`src/sv/script_comment_stripper_top_defines.svh`:
```
// Assertion macros for the script comment stripper RTL.
`ifndef SCRIPT_COMMENT_STRIPPER_TOP_DEFINES_SVH
`define SCRIPT_COMMENT_STRIPPER_TOP_DEFINES_SVH

`ifndef ASSERT_OFF

// Antecedent holds in a cycle -> consequent holds in the same cycle.
`define SCS_ASSERT_IMPLIES(label, clk, rst, ante, cons) \
   label: assert property (@(posedge clk) disable iff (rst) (ante) |-> (cons)) \
      else $error("assertion failed: implication");

// Antecedent holds in a cycle -> consequent holds in the next cycle.
`define SCS_ASSERT_NEXT(label, clk, rst, ante, cons) \
   label: assert property (@(posedge clk) disable iff (rst) (ante) |=> (cons)) \
      else $error("assertion failed: next-cycle implication");

`else

`define SCS_ASSERT_IMPLIES(label, clk, rst, ante, cons)
`define SCS_ASSERT_NEXT(label, clk, rst, ante, cons)

`endif

`endif

```
`src/sv/scs_pkg.sv`:
```
`timescale 1ns / 1ps

package scs_pkg;

   localparam int DEPTH_BITS = 8;
   localparam int CMP_W      = (DEPTH_BITS > 8) ? DEPTH_BITS + 1 : 9;

   localparam logic [DEPTH_BITS-1:0] DEPTH_TOP = {DEPTH_BITS{1'b1}};
   localparam logic [7:0]            MAX_DEPTH_RESET = 8'd255;

   // characters
   localparam logic [7:0] CH_EOS   = 8'h00;
   localparam logic [7:0] CH_TAB   = 8'h09;
   localparam logic [7:0] CH_LF    = 8'h0A;
   localparam logic [7:0] CH_CR    = 8'h0D;
   localparam logic [7:0] CH_SPACE = 8'h20;
   localparam logic [7:0] CH_QUOTE = 8'h22;
   localparam logic [7:0] CH_LPAR  = 8'h28;
   localparam logic [7:0] CH_RPAR  = 8'h29;
   localparam logic [7:0] CH_STAR  = 8'h2A;
   localparam logic [7:0] CH_COMMA = 8'h2C;
   localparam logic [7:0] CH_SLASH = 8'h2F;

   // status codes
   localparam logic [1:0] ST_OK      = 2'd0;
   localparam logic [1:0] ST_UNTERM  = 2'd1;
   localparam logic [1:0] ST_LIMIT   = 2'd2;

   typedef enum logic [1:0] {
      PM_NONE  = 2'd0,
      PM_SLASH = 2'd1,
      PM_STAR  = 2'd2
   } pm_type;

   typedef struct packed {
      logic [7:0] out_char;
      logic       char_valid;
      logic [1:0] status;
      logic       last;
   } rsp_type;

   function automatic rsp_type make_rsp(input logic [7:0] c, input logic v,
                                        input logic [1:0] st);
      rsp_type r;
      r.out_char   = c;
      r.char_valid = v;
      r.status     = st;
      r.last       = 1'b0;
      return r;
   endfunction

   function automatic logic lead_blank(input logic [7:0] c);
      return (c == CH_SPACE) || (c == CH_TAB) || (c == CH_LPAR) ||
             (c == CH_RPAR) || (c == CH_COMMA);
   endfunction

endpackage

```
`src/sv/script_comment_stripper_top.sv`:
```
`timescale 1ns / 1ps
// Script comment stripper.
// Input channel (req_valid / req_stall / req_ch): one source byte per transfer.
// Result channel (rsp_valid / rsp_stall / rsp_*): cleaned characters, 0, 1 or 2
// per input byte; rsp_last marks the final result caused by an input byte.
// Status results: nesting limit hits (char_valid 0) and the end-of-stream
// result (out_char 0) with the unterminated-comment flag.
// Config: csr_write_enable / csr_write_data load max_comment_depth (reset 255);
// write only while the block is idle.
// A byte's results, if any, are written to the result buffer when the byte is
// taken, with rsp_valid high in the following cycle.
// Throughput: one byte per cycle while rsp_stall is low and each byte gives at
// most one result; a byte that gives two results fills the two-entry result
// buffer. A byte is taken only when the buffer is empty after the
// current output transfer, so req_stall follows rsp_stall combinationally.
// Reset (synchronous, active high) clears the parser state, empties the
// buffer and sets max_comment_depth to 255. Byte 0 also clears the parser
// state but keeps max_comment_depth.
// When the receiver stalls, the head result holds and input is stalled
// once the buffer cannot take another two results.
`include "script_comment_stripper_top_defines.svh"

module script_comment_stripper_top (
   input  logic       clock,
   input  logic       reset,
   input  logic       req_valid,
   output logic       req_stall,
   input  logic [7:0] req_ch,
   output logic       rsp_valid,
   input  logic       rsp_stall,
   output logic [7:0] rsp_out_char,
   output logic       rsp_char_valid,
   output logic [1:0] rsp_status,
   output logic       rsp_last,
   input  logic       csr_write_enable,
   input  logic [7:0] csr_write_data
);

   // parser state
   logic [scs_pkg::DEPTH_BITS-1:0] depth_ff, depth_in;
   scs_pkg::pm_type                pm_ff, pm_in;
   logic                           skip_lf_ff, skip_lf_in;
   logic                           line_start_ff, line_start_in;
   logic                           in_quotes_ff, in_quotes_in;
   logic                           in_lc_ff, in_lc_in;
   logic [7:0]                     max_depth_ff;

   // result buffer: slot 0 is the head
   scs_pkg::rsp_type slot0_ff, slot0_in;
   scs_pkg::rsp_type slot1_ff, slot1_in;
   logic [1:0]       cnt_ff, cnt_in;

   logic             req_acc;
   logic             rsp_pop;
   scs_pkg::rsp_type res_v [2];
   logic [1:0]       n_v;
   logic             held_slash;
   logic             done_v;
   logic             at_limit;

   assign rsp_pop   = (cnt_ff != 2'd0) && !rsp_stall;
   assign req_stall = !((cnt_ff == 2'd0) || ((cnt_ff == 2'd1) && rsp_pop));
   assign req_acc   = req_valid && !req_stall;

   assign rsp_valid      = (cnt_ff != 2'd0);
   assign rsp_out_char   = slot0_ff.out_char;
   assign rsp_char_valid = slot0_ff.char_valid;
   assign rsp_status     = slot0_ff.status;
   assign rsp_last       = slot0_ff.last;

   assign held_slash = (depth_ff == '0) && !in_lc_ff && (pm_ff == scs_pkg::PM_SLASH);
   assign at_limit   = (scs_pkg::CMP_W'(depth_ff) >= scs_pkg::CMP_W'(max_depth_ff)) ||
                       (depth_ff == scs_pkg::DEPTH_TOP);

   // per-byte parse: next state and up to two results
   always_comb begin
      depth_in      = depth_ff;
      pm_in         = pm_ff;
      skip_lf_in    = skip_lf_ff;
      line_start_in = line_start_ff;
      in_quotes_in  = in_quotes_ff;
      in_lc_in      = in_lc_ff;
      res_v[0]      = scs_pkg::make_rsp(8'h00, 1'b0, scs_pkg::ST_OK);
      res_v[1]      = scs_pkg::make_rsp(8'h00, 1'b0, scs_pkg::ST_OK);
      n_v           = 2'd0;
      done_v        = 1'b0;

      if (req_ch == scs_pkg::CH_EOS) begin
         if (held_slash) begin
            res_v[n_v[0]] = scs_pkg::make_rsp(scs_pkg::CH_SLASH, 1'b1, scs_pkg::ST_OK);
            n_v = n_v + 2'd1;
         end
         res_v[n_v[0]] = scs_pkg::make_rsp(scs_pkg::CH_EOS, 1'b1,
            (depth_ff != '0) ? scs_pkg::ST_UNTERM : scs_pkg::ST_OK);
         n_v = n_v + 2'd1;
         depth_in      = '0;
         pm_in         = scs_pkg::PM_NONE;
         skip_lf_in    = 1'b0;
         line_start_in = 1'b1;
         in_quotes_in  = 1'b0;
         in_lc_in      = 1'b0;
      end else if (skip_lf_ff && (req_ch == scs_pkg::CH_LF)) begin
         skip_lf_in = 1'b0;  // second half of CRLF
      end else if ((req_ch == scs_pkg::CH_CR) || (req_ch == scs_pkg::CH_LF)) begin
         if (held_slash) begin
            res_v[n_v[0]] = scs_pkg::make_rsp(scs_pkg::CH_SLASH, 1'b1, scs_pkg::ST_OK);
            n_v = n_v + 2'd1;
         end
         pm_in         = scs_pkg::PM_NONE;
         in_lc_in      = 1'b0;
         line_start_in = 1'b1;
         in_quotes_in  = 1'b0;
         skip_lf_in    = (req_ch == scs_pkg::CH_CR);
         res_v[n_v[0]] = scs_pkg::make_rsp(scs_pkg::CH_LF, 1'b1, scs_pkg::ST_OK);
         n_v = n_v + 2'd1;
      end else if (in_lc_ff) begin
         skip_lf_in = 1'b0;
      end else if (depth_ff != '0) begin
         skip_lf_in = 1'b0;
         if ((pm_ff == scs_pkg::PM_SLASH) && (req_ch == scs_pkg::CH_STAR)) begin
            pm_in = scs_pkg::PM_NONE;
            if (at_limit) begin
               res_v[0] = scs_pkg::make_rsp(8'h00, 1'b0, scs_pkg::ST_LIMIT);
               n_v = 2'd1;
            end else begin
               depth_in = depth_ff + 1'b1;
            end
         end else if ((pm_ff == scs_pkg::PM_STAR) && (req_ch == scs_pkg::CH_SLASH)) begin
            pm_in    = scs_pkg::PM_NONE;
            depth_in = depth_ff - 1'b1;
            // comment closed after text on this line: becomes one space
            if ((depth_in == '0) && !line_start_ff) begin
               res_v[0] = scs_pkg::make_rsp(scs_pkg::CH_SPACE, 1'b1, scs_pkg::ST_OK);
               n_v = 2'd1;
            end
         end else begin
            pm_in = (req_ch == scs_pkg::CH_SLASH) ? scs_pkg::PM_SLASH :
                    (req_ch == scs_pkg::CH_STAR)  ? scs_pkg::PM_STAR  : scs_pkg::PM_NONE;
         end
      end else begin
         skip_lf_in = 1'b0;
         pm_in      = scs_pkg::PM_NONE;
         if (held_slash) begin
            if (req_ch == scs_pkg::CH_STAR) begin
               depth_in = scs_pkg::DEPTH_BITS'(1);
               done_v   = 1'b1;
            end else if (req_ch == scs_pkg::CH_SLASH) begin
               in_lc_in = 1'b1;
               done_v   = 1'b1;
            end else begin
               // lone slash is plain text
               res_v[0] = scs_pkg::make_rsp(scs_pkg::CH_SLASH, 1'b1, scs_pkg::ST_OK);
               n_v = 2'd1;
               line_start_in = 1'b0;
            end
         end
         if (!done_v) begin
            if (line_start_in && scs_pkg::lead_blank(req_ch)) begin
               // leading filler dropped
            end else if (!in_quotes_ff && (req_ch == scs_pkg::CH_SLASH)) begin
               pm_in = scs_pkg::PM_SLASH;
            end else begin
               line_start_in = 1'b0;
               if (req_ch == scs_pkg::CH_QUOTE) begin
                  in_quotes_in = !in_quotes_ff;
               end
               res_v[n_v[0]] = scs_pkg::make_rsp(req_ch, 1'b1, scs_pkg::ST_OK);
               n_v = n_v + 2'd1;
            end
         end
      end

      if (n_v == 2'd1) begin
         res_v[0].last = 1'b1;
      end else if (n_v == 2'd2) begin
         res_v[1].last = 1'b1;
      end
   end

   // buffer update: an accepted byte always finds the buffer empty after pop
   always_comb begin
      slot0_in = slot0_ff;
      slot1_in = slot1_ff;
      cnt_in   = cnt_ff;
      if (req_acc) begin
         slot0_in = res_v[0];
         slot1_in = res_v[1];
         cnt_in   = n_v;
      end else if (rsp_pop) begin
         slot0_in = slot1_ff;
         cnt_in   = cnt_ff - 2'd1;
      end
   end

   always_ff @(posedge clock) begin
      slot0_ff <= slot0_in;
      slot1_ff <= slot1_in;
      if (reset) begin
         cnt_ff        <= 2'd0;
         depth_ff      <= '0;
         pm_ff         <= scs_pkg::PM_NONE;
         skip_lf_ff    <= 1'b0;
         line_start_ff <= 1'b1;
         in_quotes_ff  <= 1'b0;
         in_lc_ff      <= 1'b0;
         max_depth_ff  <= scs_pkg::MAX_DEPTH_RESET;
      end else begin
         cnt_ff <= cnt_in;
         if (req_acc) begin
            depth_ff      <= depth_in;
            pm_ff         <= pm_in;
            skip_lf_ff    <= skip_lf_in;
            line_start_ff <= line_start_in;
            in_quotes_ff  <= in_quotes_in;
            in_lc_ff      <= in_lc_in;
         end
         if (csr_write_enable) begin
            max_depth_ff <= csr_write_data;
         end
      end
   end

   // assertions
   `SCS_ASSERT_IMPLIES(a_cnt_range, clock, reset, 1'b1, cnt_ff != 2'd3)
   `SCS_ASSERT_IMPLIES(a_tail_last, clock, reset, cnt_ff == 2'd2,
      slot1_ff.last && !slot0_ff.last)
   `SCS_ASSERT_IMPLIES(a_lc_not_nested, clock, reset, in_lc_ff, depth_ff == '0)
   `SCS_ASSERT_IMPLIES(a_star_in_comment, clock, reset, pm_ff == scs_pkg::PM_STAR,
      depth_ff != '0)
   `SCS_ASSERT_NEXT(a_eos_clears, clock, reset, req_acc && (req_ch == scs_pkg::CH_EOS),
      (depth_ff == '0) && line_start_ff && !in_quotes_ff && !in_lc_ff)

endmodule

```
`config.mk`:
```
export PLATFORM = sky130hd
export DESIGN_NAME = script_comment_stripper_top
export DESIGN_NICKNAME = d
export VERILOG_FILES = /design/src/sv/scs_pkg.sv /design/src/sv/script_comment_stripper_top.sv
export VERILOG_INCLUDE_DIRS = /design/src /design/src/sv
export SDC_FILE = /design/constraint.sdc
export NUM_CORES = 1
export LEC_CHECK = 0
export BUFFER_PORTS_ARGS = -buffer_cell sky130_fd_sc_hd__buf_2
export CORE_MARGIN = 2
export CORE_UTILIZATION = 25
export CTS_BUF_LIST = sky130_fd_sc_hd__clkbuf_2
export DETAILED_ROUTE_END_ITERATION = 8
export HOLD_SLACK_MARGIN = 0.08
export PLACE_DENSITY = 0.39
export SLEW_MARGIN = 30
export SYNTH_ARGS = -nofsm -noshare
export SYNTH_HDL_FRONTEND = slang
export SYNTH_SLANG_ARGS = --single-unit
```
`constraint.sdc`:
```
create_clock -name clock -period 5.1 [get_ports clock]
set_clock_uncertainty 0.1 [all_clocks]
set_input_delay 1.02 -clock clock [delete_from_list [all_inputs] [get_ports clock]]
set_output_delay 1.02 -clock clock [all_outputs]
set_load 0.01 [all_outputs]
```
==> run_results.csv <==
group,metric,value,unit
outcome,status,"complete, no violations",
routing,viasPerCell,5.159,
clock_tree,cts_made_buffers,5,
worst_setup_path,r2r-end,"rsp_last$_DFFE_PP_",
clock_tree,cts-root-buf,"clkbuf_2",
clock_tree,postCtsResizedCells,0,
sta,relSlewSlack,41.58,%
placed_design,hpwl,6356,microns
clock_tree,cts_tree,"done",
synthesis,synth_nets,400,
sta,setup_viol,0,
worst_setup_path,cp_top_family,"simple AND/OR/NAND/NOR gates",
sta,setup_slack,1.812,ns
worst_setup_path,slowest_delay,0.76,ns
worst_setup_path,crit_start,"req_ch[7]",
routing,drtIter0Drc,185,
finish,fin_nets,424,
sta,finalHoldViolCount,0,
global_routing,overflow,0,
routing,first_pass_iters,6,
placed_design,dp_slack,1.320,ns
clock_tree,cts_setup_buffers,0,
floorplan,start_util,25.66,%
synthesis,synthTopCellsByArea,"edfxtp_1, dfxtp_1, ha_1",
worst_setup_path,crit_fanout,15,
min_path,hp-class,"reg -> reg",
min_path,worstHoldStart,"pm_ff[0]$_SDFFE_PP0P_",
routing,wl_per_cell,16.08,microns
run,maxCapViolations,0,
clock_tree,ctsHoldBuffers,0,
synthesis,ys_ff_latch,47,
floorplan,core-area,0.01201,sq mm
global_routing,grt_pass1_vias,2565,
synthesis,synth_top_area_share,22.41,%
worst_setup_path,cp.required,5.28,ns
clock_tree,clk_path_buf_depth,2,
floorplan,die_area,0.01323,sq mm
sta,fin_tns_setup,0,ns
global_routing,grt_max_degree,21,
routing,ant_nets,0,
clock_tree,worstSkewPairLatency,0.48,ns
placed_design,io_buffers,34,
power_and_ir_drop,peakVddDrop,69.27,uV
sta,clock.fmax,304.1,MHz
routing,post-route-drc-count,0,
worst_setup_path,r2r_start,"in_lc_ff$_SDFFE_PP0P_",
placed_design,routabilityCongestion,0.8658,
floorplan,die_w,115.0,microns
floorplan,ios,35,
min_path,holdPathStages,2,
global_routing,grt_pass1_wl,13810,microns
worst_setup_path,crit_buf_inv,1,
sta,rsz0062_at_grt,"false",
finish,drive_above_1_share,15.98,%
worst_setup_path,setup.worst_path.end_class,"flop",
clock_tree,clk_pin_slew,0.29,ns
synthesis,synth_area_per_cell,8.490,sq um
finish,num-fill-cells,1310,
synthesis,synth-edff-count,23,
floorplan,rows,40,
sta,period_share,64.48,%
synthesis,yosysWarnings,0,
synthesis,yosys_most_used_dff,"dfxtp_1",
worst_setup_path,crit_chain,"buf_2 -> or4b_4 -> nor4_4 -> nor3_1 -> a31oi_1 -> a221oi_2 -> o21ai_1 -> o21ai_1",
power_and_ir_drop,p_leak,1.422,nW
clock_tree,cts.sinks,47,
synthesis,ys_types,63,
routing,vias,2765,
sta,post-route-min-period,3.288,ns
synthesis,syn-cell-area,0.003082,sq mm
synthesis,ys_seq_area_share,38.00,%
min_path,holdPathEnd,"pm_ff[0]$_SDFFE_PP0P_",
routing,routed_wl,8621,microns
worst_setup_path,startpoint_type,"primary input",
synthesis,async_flop_share,0,%
sta,slew_viol_final,0,
synthesis,yosys.area.top_type,"edfxtp_1",
floorplan,die_height,115.0,microns
worst_setup_path,path_common_cell,"o21ai_1",
worst_setup_path,cp.arrival,3.47,ns
power_and_ir_drop,p_per_area,271.8,mW/mm^2
worst_setup_path,path_class,"in -> reg",
worst_setup_path,rrSetupSlack,1.87,ns
worst_setup_path,slowest_stage,"nor4_4",
worst_setup_path,reg2regPathDepth,9,
synthesis,synthCells,363,
sta,tightest_slew,0.8684,ns
global_routing,antenna_found_initial,1,
global_routing,grtUsageTotal,13.56,%
clock_tree,htree_levels,2,
finish,areaGrowthSynthToFinish,11.12,%
==> state kept, by name, summed over array words and instances (netlist names) <==
name and cells:
rsp_last 1, in_lc_ff 1, rsp_char_valid 1, rsp_out_char 8
depth_ff 8, cnt_ff 2, pm_ff 2, max_depth_ff 8
in_quotes_ff 1, line_start_ff 1, skip_lf_ff 1, slot1_ff 11
rsp_status 2
==> metrics by stage <==
stage / cell area [sq um] / power (mW) / std cells / hold WS (ns) / utilization [%]
floorplan: 3082 / 0.6642 / 363 / 0.3458 / -
global placement: 3372 / 0.7679 / 527 / 0.3681 / 28.07
detailed placement: 3372 / 0.7677 / 527 / 0.3683 / 28.07
CTS: 3422 / 0.9519 / 535 / 0.3969 / 28.49
global route: 3425 / 1.005 / 536 / 0.4221 / 28.51
finish: 3425 / 0.9308 / 536 / 0.3889 / 28.51
==> worst register-to-register path: cells and delay by family, from the launching register on <==
| kind | cells | cell delay [ns] |
|---|---|---|
| flops | 1 | 0.55 |
| simple gates | 5 | 1.84 |
| fa+ha+maj | 1 | 0.22 |
| compound gates | 2 | 0.28 |
| buf+inv | 1 | 0.04 |
==> final cells by class <==
cell class                      instances  area [sq um]  share of cell area [%]
Multi-Input combinational cell        277          1760                   51.41
Inverter                               21         78.83                   2.302
Timing Repair Buffer                   35         177.7                   5.188
Antenna cell                            1         2.502                 0.07307
Sequential cell                        47          1171                   34.20
Clock inverter                          3         25.02                  0.7307
Tap cell                              147         183.9                   5.371
Clock buffer                            5         25.02                  0.7307
==> cells by family (layout without fill, tap and decap cells) <==
group	after synthesis	in the layout	synth area share, %
AOI/OAI and AO/OA	90	90	20.18
xor gates and xnor gates	6	6	1.705
adders and majority gates	16	16	6.496
buffers and inverters	39	64	4.872
DFF	47	47	38.00
muxes	5	5	1.624
other	1	2	0.1217
and+or+nand+nor	159	159	27.00
==> how the worst max path moves through the flow <==
stage               cells past startpoint                        end
floorplan                              10  slot1_ff[0]$_SDFFCE_PN0P_
global placement                        8         rsp_last$_DFFE_PP_
detailed placement                      8         rsp_last$_DFFE_PP_
CTS                                     8         rsp_last$_DFFE_PP_
global route                            8         rsp_last$_DFFE_PP_
finish                                  8         rsp_last$_DFFE_PP_
==> placed cells by master (no fill, tap or decap), types with 2 or more instances in the layout <==
cell and n:
xor2_1 4, xnor2_1 2, clkinv_4 2, nor2_2 2
dfxtp_1 24, nor2b_1 4, a211oi_1 3, nor3_1 10
or4_1 3, o31ai_1 4, nor4_1 3, nand4_1 7
o21ai_0 14, edfxtp_1 23, and2_1 7, and3_1 4
inv_1 20, clkbuf_2 5, o211ai_1 9, nand3_1 11
nand4b_1 2, a21o_1 5, o21ai_1 2, nor3b_1 2
or3_1 4, a22o_1 2, nand2_1 43, a21oi_1 24
or2_2 7, nand2b_1 7, o22a_1 3, mux2i_1 5
nor2_1 33, nand3b_1 3, buf_2 34, a31oi_1 6
ha_1 16
==> power by group <==
part	switching, mW	internal, mW	total, mW
registers	0.0185	0.478	0.497
clock network	0.143	0.0355	0.178
logic	0.166	0.0897	0.256
==> layer usage <==
metal | vias to the layer above | track usage (%) | part of all wire (%)
met3 | 11 | 2.372 | 4.5
met4 | 0 | 5.382 | 1.9
met5 | - | 0 | 0
met1 | 1310 | 19.97 | 50
li1 | 1363 | - | -
met2 | 81 | 19.53 | 43
==> Yosys cell counts (3+ instances only) <==
cell      number
nand2_1       43
nor2_1        33
a21oi_1       24
dfxtp_1       24
edfxtp_1      23
inv_1         20
clkbuf_1      17
ha_1          16
o21ai_0       14
nand3_1       11
nor3_1        10
o211ai_1       9
and2_1         7
nand2b_1       7
nand4_1        7
or2_2          7
a31oi_1        6
a21o_1         5
mux2i_1        5
and3_1         4
nor2b_1        4
o31ai_1        4
or3_1          4
xor2_1         4
a211oi_1       3
nand3b_1       3
nor4_1         3
o22a_1         3
or4_1          3
(Power assumes the default switching activity.)
